==> src/sv/gsab_pkg.sv <==
// gsab_pkg: shared types, constants and helper functions of the splat blend unit
// no dependencies; used by gsab_ctrl, gsab_dp and the top level
`default_nettype none

package gsab_pkg;

    // pixel store geometry
    localparam int PIX_ADDR_W = 16;
    localparam int PIX_DEPTH  = 65536;

    // exp table geometry
    localparam int EXP_ADDR_W  = 10;
    localparam int EXP_ENTRIES = 1024;

    // exp(-1/32) in Q0.32, one step of the table recurrence
    localparam logic [31:0] EXP_STEP_Q32 = 32'd4162825044;

    // one in Q1.16
    localparam logic [16:0] ONE_Q16 = 17'h10000;

    // register reset values
    localparam logic [16:0] MAX_ALPHA_RST    = 17'd64880;
    localparam logic [16:0] MIN_ALPHA_RST    = 17'd257;
    localparam logic [23:0] POWER_CUTOFF_RST = 24'hE20000;

    // stream widths
    localparam int S_TDATA_W = 248;
    localparam int M_TDATA_W = 136;
    localparam int CFG_IDX_W = 2;
    localparam int CFG_DATA_W = 24;

    // configuration register indexes
    typedef enum logic [CFG_IDX_W-1:0] {
        CFG_MAX_ALPHA    = 2'd0,
        CFG_MIN_ALPHA    = 2'd1,
        CFG_POWER_CUTOFF = 2'd2
    } cfg_idx_t;

    // one pixel store entry
    typedef struct packed {
        logic [15:0]        cnt;
        logic signed [31:0] depth;
        logic [16:0]        trans;
        logic signed [15:0] b;
        logic signed [15:0] g;
        logic signed [15:0] r;
    } pix_t;

    localparam int PIX_W = $bits(pix_t);

    // controller states
    typedef enum logic [4:0] {
        ST_INIT, ST_IDLE, ST_CLEAR,
        ST_XX, ST_YY, ST_XY, ST_QA, ST_QC, ST_QB, ST_QS,
        ST_EVAL, ST_ALPHA, ST_CLAMP, ST_W, ST_R, ST_G, ST_B, ST_D, ST_COMMIT
    } state_t;

    // datapath operation steps
    typedef enum logic [4:0] {
        STEP_NONE,
        STEP_XX, STEP_YY, STEP_XY, STEP_QA, STEP_QC, STEP_QB, STEP_QS,
        STEP_EVAL, STEP_ALPHA, STEP_CLAMP, STEP_W, STEP_R, STEP_G, STEP_B, STEP_D,
        STEP_COMMIT
    } step_t;

    // controller to datapath
    typedef struct packed {
        logic  capture;
        logic  clear;
        logic  build;
        step_t step;
    } cmd_t;

    // datapath to controller
    typedef struct packed {
        logic clr_last;
        logic exp_done;
        logic new_frame;
        logic out_free;
    } status_t;

    // saturate to 16 bits signed
    function automatic logic signed [15:0] sat16(input logic signed [33:0] v);
        logic signed [15:0] res;
        if (v > 34'sd32767)
            res = 16'sh7FFF;
        else if (v < -34'sd32768)
            res = 16'sh8000;
        else
            res = v[15:0];
        return res;
    endfunction

    // saturate to 32 bits signed
    function automatic logic signed [31:0] sat32(input logic signed [34:0] v);
        logic signed [31:0] res;
        if (v > 35'sd2147483647)
            res = 32'sh7FFFFFFF;
        else if (v < -35'sd2147483648)
            res = 32'sh80000000;
        else
            res = v[31:0];
        return res;
    endfunction

endpackage

`default_nettype wire

==> src/sv/gsab_ctrl.sv <==
// gsab_ctrl: sequencing state machine of the splat blend unit
// depends on gsab_pkg
`default_nettype none

module gsab_ctrl (
    input  wire logic             clk,
    input  wire logic             rst_n,
    input  wire logic             s_tvalid,
    output logic                  s_tready,
    input  wire gsab_pkg::status_t status,
    output gsab_pkg::cmd_t        cmd
);

    gsab_pkg::state_t state_reg, state_next;

    // state register
    always_ff @(posedge clk or negedge rst_n)
    begin
        if (!rst_n)
        begin
            state_reg <= gsab_pkg::ST_INIT;
        end
        else
        begin
            state_reg <= state_next;
        end
    end

    // next state
    always_comb
    begin
        state_next = state_reg;
        unique case (state_reg)
            gsab_pkg::ST_INIT:
            begin
                if (status.clr_last && status.exp_done)
                    state_next = gsab_pkg::ST_IDLE;
            end
            gsab_pkg::ST_IDLE:
            begin
                if (s_tvalid)
                    state_next = status.new_frame ? gsab_pkg::ST_CLEAR : gsab_pkg::ST_XX;
            end
            gsab_pkg::ST_CLEAR:
            begin
                if (status.clr_last)
                    state_next = gsab_pkg::ST_XX;
            end
            gsab_pkg::ST_XX:    state_next = gsab_pkg::ST_YY;
            gsab_pkg::ST_YY:    state_next = gsab_pkg::ST_XY;
            gsab_pkg::ST_XY:    state_next = gsab_pkg::ST_QA;
            gsab_pkg::ST_QA:    state_next = gsab_pkg::ST_QC;
            gsab_pkg::ST_QC:    state_next = gsab_pkg::ST_QB;
            gsab_pkg::ST_QB:    state_next = gsab_pkg::ST_QS;
            gsab_pkg::ST_QS:    state_next = gsab_pkg::ST_EVAL;
            gsab_pkg::ST_EVAL:  state_next = gsab_pkg::ST_ALPHA;
            gsab_pkg::ST_ALPHA: state_next = gsab_pkg::ST_CLAMP;
            gsab_pkg::ST_CLAMP: state_next = gsab_pkg::ST_W;
            gsab_pkg::ST_W:     state_next = gsab_pkg::ST_R;
            gsab_pkg::ST_R:     state_next = gsab_pkg::ST_G;
            gsab_pkg::ST_G:     state_next = gsab_pkg::ST_B;
            gsab_pkg::ST_B:     state_next = gsab_pkg::ST_D;
            gsab_pkg::ST_D:     state_next = gsab_pkg::ST_COMMIT;
            gsab_pkg::ST_COMMIT:
            begin
                if (status.out_free)
                    state_next = gsab_pkg::ST_IDLE;
            end
            default:            state_next = gsab_pkg::ST_INIT;
        endcase
    end

    // command outputs
    always_comb
    begin
        s_tready    = 1'b0;
        cmd.capture = 1'b0;
        cmd.clear   = 1'b0;
        cmd.build   = 1'b0;
        cmd.step    = gsab_pkg::STEP_NONE;
        unique case (state_reg)
            gsab_pkg::ST_INIT:
            begin
                cmd.clear = 1'b1;
                cmd.build = 1'b1;
            end
            gsab_pkg::ST_IDLE:
            begin
                s_tready    = 1'b1;
                cmd.capture = s_tvalid;
            end
            gsab_pkg::ST_CLEAR:  cmd.clear = 1'b1;
            gsab_pkg::ST_XX:     cmd.step = gsab_pkg::STEP_XX;
            gsab_pkg::ST_YY:     cmd.step = gsab_pkg::STEP_YY;
            gsab_pkg::ST_XY:     cmd.step = gsab_pkg::STEP_XY;
            gsab_pkg::ST_QA:     cmd.step = gsab_pkg::STEP_QA;
            gsab_pkg::ST_QC:     cmd.step = gsab_pkg::STEP_QC;
            gsab_pkg::ST_QB:     cmd.step = gsab_pkg::STEP_QB;
            gsab_pkg::ST_QS:     cmd.step = gsab_pkg::STEP_QS;
            gsab_pkg::ST_EVAL:   cmd.step = gsab_pkg::STEP_EVAL;
            gsab_pkg::ST_ALPHA:  cmd.step = gsab_pkg::STEP_ALPHA;
            gsab_pkg::ST_CLAMP:  cmd.step = gsab_pkg::STEP_CLAMP;
            gsab_pkg::ST_W:      cmd.step = gsab_pkg::STEP_W;
            gsab_pkg::ST_R:      cmd.step = gsab_pkg::STEP_R;
            gsab_pkg::ST_G:      cmd.step = gsab_pkg::STEP_G;
            gsab_pkg::ST_B:      cmd.step = gsab_pkg::STEP_B;
            gsab_pkg::ST_D:      cmd.step = gsab_pkg::STEP_D;
            gsab_pkg::ST_COMMIT:
            begin
                if (status.out_free)
                    cmd.step = gsab_pkg::STEP_COMMIT;
            end
            default:
            begin
                cmd.step = gsab_pkg::STEP_NONE;
            end
        endcase
    end

endmodule

`default_nettype wire

==> config.mk <==
export PLATFORM = sky130hd
export DESIGN_NAME = gsab_ctrl
export DESIGN_NICKNAME = d
export VERILOG_FILES = /design/src/sv/gsab_pkg.sv /design/src/sv/gsab_ctrl.sv
export SDC_FILE = /design/constraint.sdc
export NUM_CORES = 1
export LEC_CHECK = 0
export ABC_AREA = 1
export BUFFER_PORTS_ARGS = -buffer_cell sky130_fd_sc_hd__buf_2
export CORE_AREA = 5 5 42 44
export CTS_CLUSTER_DIAMETER = 60
export DETAILED_ROUTE_END_ITERATION = 16
export DIE_AREA = 0 0 47 49
export HOLD_SLACK_MARGIN = 0.06
export PLACE_DENSITY = 0.7
export SYNTH_ARGS = -nofsm -noshare
export SYNTH_HDL_FRONTEND = slang
export SYNTH_SLANG_ARGS = --single-unit
==> constraint.sdc <==
create_clock -name clk -period 1.7 [get_ports clk]
set_input_delay 0.085 -clock clk [delete_from_list [all_inputs] [get_ports clk]]
set_output_delay 0.085 -clock clk [all_outputs]
set_load 0.02 [all_outputs]
-- Yosys cells after proc, flatten, opt, wreduce, memory -nomap -nowiden
Cells that the tools add are included.
- output and inout bits: 9
- input port bits: 7
- flip-flop bits (word level): 5
- word-level logic and storage cells: 39
- reduce and logical (&&, ||, !) cells: 4
- multiplexer cells: 12
- eq/ne operators: 22
- operators by type and width (cell ; number):
    5-bit one-hot mux with 19 select lines ; 1
    5-bit one-hot mux with 16 select lines ; 1
    5-bit by 4-bit equality test with 1-bit output, second input constant ; 8
    5-bit 2-to-1 mux ; 5
    5-bit by 3-bit equality test with 1-bit output, second input constant ; 4
    5-bit equality test, second input constant ; 3
    5-bit by 2-bit equality test with 1-bit output, second input constant ; 2
    2-bit inequality test, second input constant ; 4
    5-bit by 1-bit equality test with 1-bit output, second input constant ; 1
    5-bit zero test ; 1
    1-bit 2-to-1 mux ; 5
    4-bit AND reduction ; 1
    2-bit OR reduction ; 1
    1-bit logical AND ; 1

-- Longest topological paths before layout
Gate-level depths: netlist of the first run.
- depth in word-level cells: 3
- gate-level depth with buffers: 9
- depth with buffers taken out: 9

-- Worst setup path before layout of the first run
OpenSTA, ideal clock, no wires.
- path kind: register -> register
- from: register state_reg[3]
- to: register state_reg[1]
- stages on the path, launching flop included: 9
- path slack: 0.323 ns
- library setup time: 0.123 ns
- path buffers: 0
- data required time: 1.577 ns
- period minus slack after synthesis: 1.377 ns
- arrival time: 1.254 ns
- path through: dfrtp_1 -> nor2_2 -> nand3_1 -> inv_1 -> nand2_1 -> nand2_1 -> nor2_1 -> nand2_1 -> nand2_1
- cells in the longest elaborated chain, start to end: 3
- elaborated cells between the ends (all ways): 25
- classes of those cells: eq/ne: 22; mux: 1; reduce/logical: 2
- RTL lines (what ; RTL line ; text):
    from (decl) ; gsab_ctrl.sv:14 ; gsab_pkg::state_t state_reg, state_next;
    from (signal assigned) ; gsab_ctrl.sv:21 ; state_reg <= gsab_pkg::ST_INIT;
    from (signal assigned) ; gsab_ctrl.sv:25 ; state_reg <= state_next;
    5-bit by 2-bit equality test with 1-bit output, or another cell as far along ; gsab_ctrl.sv:33 ; unique case (state_reg)
    2-bit inequality test (no line) ; -- ;
    4-bit AND reduction (no line) ; -- ;
Parallel ways exist; a longest one is shown, timed or not.
A chain may end at the register's enable or synchronous reset.

==> results_dict.tcl, run 1 <==
set metrics [dict create \
    status "finished, final reports clean" \
    dp_cells 125 \
    io_buffer_count 15 \
    synthMuxAreaShare_pct 0 \
    grt_antenna_before_repair 0 \
    wire_per_inst_um 13.0 \
    die_w_um 47 \
    syn_area_sq_um 546 \
    combPwrFrac_pct 72.4 \
    drive_gt1_share_pct 38.0 \
    drtPass1Iterations 4 \
    synth_top_cells_by_area "dfrtp_1 23%, nand2_1 13%, nor2_1 13%, nand3_1 11%, inv_1 8.3%" \
    yosys_warnings 0 \
    largest_reg_flops 5 \
    gp_congestion 0.956 \
    synth-simple-area-share_pct 56.9 \
    synth_top_family_by_area "simple AND/OR/NAND/NOR gates" \
    synth_nets 102 \
    synth_compound_area_share_pct 8.94 \
    synth_top_area_cell "dfrtp_1" \
    crit_chain "clkinvlp_4, buf_4, nand4_1, o2111ai_1, buf_4" \
    end_kind "output pin" \
    clock_latency_ps 240 \
    clockBufferDepth 2 \
    critPathLaunchType "flip-flop" \
    io-pin-count 16 \
    tightest_slew_ps 363 \
    arrival_ps 1560 \
    n_antenna_cell 0 \
    switching_share_pct 57.2 \
    grt-ovfl-total 0 \
    slew_headroom_pct 75.7 \
    path_class "reg -> out" \
    setup-violations-final 0 \
    irDropWorstVdd_v 0.00102 \
    vias 725 \
    cellInternalPower_w 0.000658 \
    wirelength_um 1780 \
    pwr-share-seq_pct 18.8 \
    instances_no_fill 137 \
    ant_nets 0 \
    vias_per_cell 5.29 \
    drc 0 \
    layout_setup_ws_ps 54.5 \
    drt-initial-drc-count 26 \
    cts_tree "yes" \
    max_cap_viol_count 0 \
    max_stage_delay_ps 470 \
    numCtsBuffers 3 \
    power_switching_w 0.000880 \
    clock-root-buffer "clkbuf_4" \
    synth_cell_types 17 \
    synthAdderAreaFrac_pct 0 \
    area_delta_synth_final_pct 39.4 \
    grt_max_degree 12 \
    p_clk_share_pct 8.8 \
    fmax_mhz 608 \
    drv_slew 0 \
    syn_area_per_cell_sq_um 5.74 \
    hold_viol 0 \
    slowest_stage "dfrtp_2" \
    initial_utilization_pct 38.9 \
    die_y_um 49 \
    critPathMostFrequentCell "buf_4" \
    yosys.area_share.xor_xnor_pct 0 \
    rows 14 \
    clkSinkCount 5 \
    syn-instance-count 95 \
    place_area_sq_um 636 \
    coreArea_sq_um 1400 \
    cellLeakagePower_nw 0.420 \
    ys_ff_latch 5 \
    dp_slack_ps 247 \
    die_area_sq_um 2300 \
    grt_pass1_vias 603 \
    period_minus_slack_ps 1650 \
    nets 129 \
    hold_class "in -> reg" \
    dp_hpwl_um 1260 \
    skew_ps 3.66 \
    seq_area_frac_synth_pct 22.9 \
    yosysTopAreaCellShare_pct 22.9 \
    crit_fanout 8 \
    crit_required_ps 1620 \
    final_area_sq_um 761 \
    power.density_nw_per_um2 2020 \
    grt_usage_pct 14.8 \
    clk_pin_slew_ps 40 \
    period_share_pct 96.8 \
    grt_pass1_wl_um 2590 \
    htree_num_levels 1 \
    r2r_setup_slack_ps 220 \
]
[cell type report]
| class | instances | area, sq um |
|---|---|---|
| tap | 16 | 20.0 |
| timing repair buffer | 23 | 140 |
| clock buffer | 4 | 26.3 |
| sequential | 5 | 130 |
| inverter | 15 | 60.1 |
| multi-input combinational | 74 | 384 |
| fill | 144 | 641 |
[cells in the final DEF (no fill, tap or decap)]
master / count
dfrtp_1: 1
nand2_2: 2
dfrtp_2: 4
nand4_1: 4
dlygate4sd3_1: 1
nor2_2: 5
buf_2: 14
nand2_1: 18
clkbuf_1: 1
o2111ai_1: 1
nor2_1: 14
o21ai_0: 3
inv_2: 3
clkinvlp_4: 1
nor3_1: 4
a21oi_1: 4
nand3_1: 12
clkbuf_4: 3
nand2_4: 1
inv_1: 11
o21ai_1: 1
nor3_2: 1
nor2_4: 4
buf_4: 8
[worst max-delay path: cells and delay by family (launching register included)]
kind	cells	cell delay, ps
buffers and inverters	3	540
flip-flops	1	470
AO/OA/AOI/OAI	1	170
AND/OR/NAND/NOR	1	140
[per-stage QoR]
| stage | util, % | hold WS (ps) | setup TNS [ps] | power [W] |
|---|---|---|---|---|
| after floorplan | - | -211 | 0 | 0.000967 |
| after global placement | 45.4 | -99.5 | 0 | 0.00122 |
| after detailed placement | 45.4 | -101 | 0 | 0.00123 |
| after CTS | 48.4 | 146 | 0 | 0.00138 |
| after global routing | 54.3 | 174 | -50.5 | 0.00168 |
| final | 54.3 | 153 | 0 | 0.00154 |
[power groups by stage]
stage | Sequential (W) | Combinational (W) | Clock, W
final | 0.000289 | 0.00111 | 0.000136
after floorplan | 0.000234 | 0.000733 | 0
after detailed placement | 0.000259 | 0.000969 | 0
after CTS | 0.000265 | 0.000978 | 0.000138
after global routing | 0.000297 | 0.00123 | 0.000151
after global placement | 0.000255 | 0.000969 | 0
[layer usage]
layer	GRT usage, %	vias up	wire (um)
met5	0	-	0
met4	5.99	0	25
met3	2.21	4	98
met2	23.8	38	947
met1	18.9	321	707
li1	-	362	-
[Yosys cell counts]
master and number:
nor3_2 1, nor3_1 4, nand3_1 12, dfrtp_1 5, o21ai_0 4, inv_2 3
nor2_1 19, nand4_1 4, nand2_1 19, nor2_2 2, nor2_4 2, nand2_2 1
a21oi_1 4, buf_2 1, inv_1 12, o2111ai_1 1, nand2_4 1
[repair_timing]
item | in CTS | in global routing
buffers inserted | 0 | 7
endpoints found under the setup margin | 4 | 4
hold buffers | 1 | 0
endpoints found under the hold margin | 5 | 0
gates resized for setup | 2 | 13
pin swaps | 0 | 2
[path summary, 6_finish.rpt]
kind / start / end / cells past startpoint
setup / recovery: state_reg[4] / cmd[1] / 5
hold / removal: s_tvalid / state_reg[0] / 4
setup reg to reg: state_reg[4] / state_reg[0] / 9
hold reg to reg: state_reg[1] / state_reg[1] / 2
max in group asynchronous: rst_n / state_reg[0] / 2
min in group asynchronous: rst_n / state_reg[3] / 2
[logic make-up (layout without fill, tap and decap cells)]
family / after synthesis / in the layout
buffers and inverters: 16 / 42
AOI/OAI and AO/OA: 9 / 9
DFF: 5 / 5
and+or+nand+nor: 65 / 65
No activity file was read; power rests on OpenSTA's default activity.
==> run 2: changes to the inputs <==
--- a/config.mk
+++ b/config.mk
@@ -7,12 +7,14 @@
 export LEC_CHECK = 0
 export ABC_AREA = 1
 export BUFFER_PORTS_ARGS = -buffer_cell sky130_fd_sc_hd__buf_2
-export CORE_AREA = 5 5 42 44
+export CELL_PAD_IN_SITES_DETAIL_PLACEMENT = 0
+export CELL_PAD_IN_SITES_GLOBAL_PLACEMENT = 1
+export CORE_MARGIN = 5
+export CORE_UTILIZATION = 32
 export CTS_CLUSTER_DIAMETER = 60
 export DETAILED_ROUTE_END_ITERATION = 16
-export DIE_AREA = 0 0 47 49
 export HOLD_SLACK_MARGIN = 0.06
-export PLACE_DENSITY = 0.7
+export PLACE_DENSITY = 0.79
 export SYNTH_ARGS = -nofsm -noshare
 export SYNTH_HDL_FRONTEND = slang
 export SYNTH_SLANG_ARGS = --single-unit
==> run 2 against run 1 <==
Effect of this change: clock power hardly changed; final cell count is 0.73% higher; sequential share of layout area is 0.20 points higher; final area is 1.2% lower; non-clock buffer count stayed put.
==> results_dict.tcl, run 2 (synthesis gave the netlist of run 1 again) <==
set metrics [dict create \
    end_kind "output pin" \
    nFillCells 183 \
    status "finished, final reports clean" \
    die_area_sq_um 2630 \
    die_y_um 51.3 \
    drv_slew 0 \
    wirelength_um 1720 \
    ant_nets 0 \
    crit_fanout 9 \
    clockBufferDepth 2 \
    crit_required_ps 1620 \
    rows 15 \
    io-pin-count 16 \
    cellInternalPower_w 0.000624 \
    cellLeakagePower_nw 0.420 \
    drt-initial-drc-count 23 \
    layout_commonest_cell "nand2_1" \
    cts_tree "yes" \
    slew_headroom_pct 77.4 \
    layout_setup_ws_ps 79.1 \
    setup_tns_ps 0 \
    tightest_slew_ps 338 \
    combPwrFrac_pct 70.9 \
    critPathMostFrequentCell "nand3_1" \
    grt_pass1_wl_um 2760 \
    ff2ff_path_depth 8 \
    power_switching_w 0.000852 \
    seq_area_sq_um 130 \
    final_cell_mix "18 x nand2_1, 16 x nor2_1, 15 x buf_2, 12 x nand3_1, 11 x inv_1" \
    area_delta_synth_final_pct 37.8 \
    crit_chain "buf_4, nand3_1, o21ai_1, nor2_1, nand3_1, buf_2" \
    wire_per_inst_um 12.5 \
    grt_max_degree 10 \
    hold_depth 4 \
    skew_ps 4.36 \
    p_clk_share_pct 9.3 \
    hold_viol 0 \
    fmax_mhz 617 \
    hold_class "in -> reg" \
    path_class "reg -> out" \
    drive_gt1_share_pct 36.4 \
    clock-root-buffer "clkbuf_4" \
    period_share_pct 95.3 \
    grt_usage_pct 13.7 \
    vias 708 \
    numCtsBuffers 3 \
    setup-violations-final 0 \
    vias_per_cell 5.13 \
    dp_slack_ps 201 \
    initial_utilization_pct 32.7 \
    n_antenna_cell 0 \
    pwr-share-seq_pct 19.8 \
    dp_hpwl_um 1290 \
    io_buffer_count 15 \
    clock_latency_ps 240 \
    coreArea_sq_um 1670 \
    grt_antenna_before_repair 0 \
    critPathLaunchType "flip-flop" \
    die_w_um 51.3 \
    switching_share_pct 57.7 \
    drtPass1Iterations 4 \
    max_stage_delay_ps 490 \
    irDropWorstVdd_v 0.000885 \
    period_minus_slack_ps 1620 \
    drc 0 \
    power.density_nw_per_um2 1960 \
    multi_input_area_sq_um 374 \
    largest_reg_flops 5 \
    gp_congestion 0.888 \
    clk_pin_slew_ps 50 \
    clkSinkCount 5 \
    slowest_stage "dfrtp_2" \
    grt_pass1_vias 694 \
    nets 129 \
    htree_num_levels 1 \
    grt-ovfl-total 0 \
    max_cap_viol_count 0 \
    arrival_ps 1540 \
]
-- run 2: metrics by stage --
stage | instance area [sq um] | cells | power [W] | hold slack [ps] | utilization (%)
2_1_floorplan | 546 | 95 | 0.000967 | -211 | -
3_3_place_gp | 652 | 128 | 0.00126 | -95.5 | 39.0
3_5_place_dp | 652 | 128 | 0.00125 | -94.0 | 39.0
4_1_cts | 699 | 134 | 0.00141 | 122 | 41.9
5_1_grt | 752 | 138 | 0.00161 | 132 | 45.0
6_report | 752 | 138 | 0.00148 | 127 | 45.0
-- run 2: power groups by stage --
stage	registers [W]	logic, W	clock network [W]
after detailed placement	0.000263	0.000982	0
after CTS	0.000266	0.000997	0.000145
after global routing	0.000299	0.00115	0.000154
final	0.000292	0.00105	0.000137
after global placement	0.000266	0.000994	0
after floorplan	0.000234	0.000733	0
-- run 2: what timing repair did --
item                                    4_1_cts  5_1_grt
endpoints found under the setup margin        2        4
gates resized for setup                       2       10
hold buffers                                  1        0
endpoints found under the hold margin         5        0
pin swaps                                     1        2
setup buffers                                 1        4
cloned                                        0        0
-- run 2: critical path, delay by kind of cell (launching register included) --
kind	cells	cell delay, ps
AOI/OAI and AO/OA	1	80
buffers and inverters	2	350
DFF	1	490
and+or+nand+nor	3	380
-- run 2: area by class of cell --
cell class,instances,area share [%]
Tap cell,17,2.83
Timing Repair Buffer,23,18.3
Sequential cell,5,17.3
Inverter,15,8.32
Clock buffer,4,3.49
Multi-Input combinational cell,74,49.8
-- run 2: final timing paths --
path	start	to	slack [ps]
worst min-delay path	s_tvalid	state_reg[0]	130
max in group asynchronous	rst_n	state_reg[0]	1370
worst max register to register	state_reg[4]	state_reg[1]	200
min in group asynchronous	rst_n	state_reg[3]	190
worst max-delay path	state_reg[4]	cmd[2]	80
worst min register to register	state_reg[1]	state_reg[1]	670
-- run 2: routing by layer --
metal  global-route usage (%)  share of wire [%]  vias up
li1                         -                  -      360
met1                     16.4                 43      316
met2                     23.2                 49       29
met3                     1.75                6.3        3
met4                     8.30               0.93        0
met5                        0                  0        -
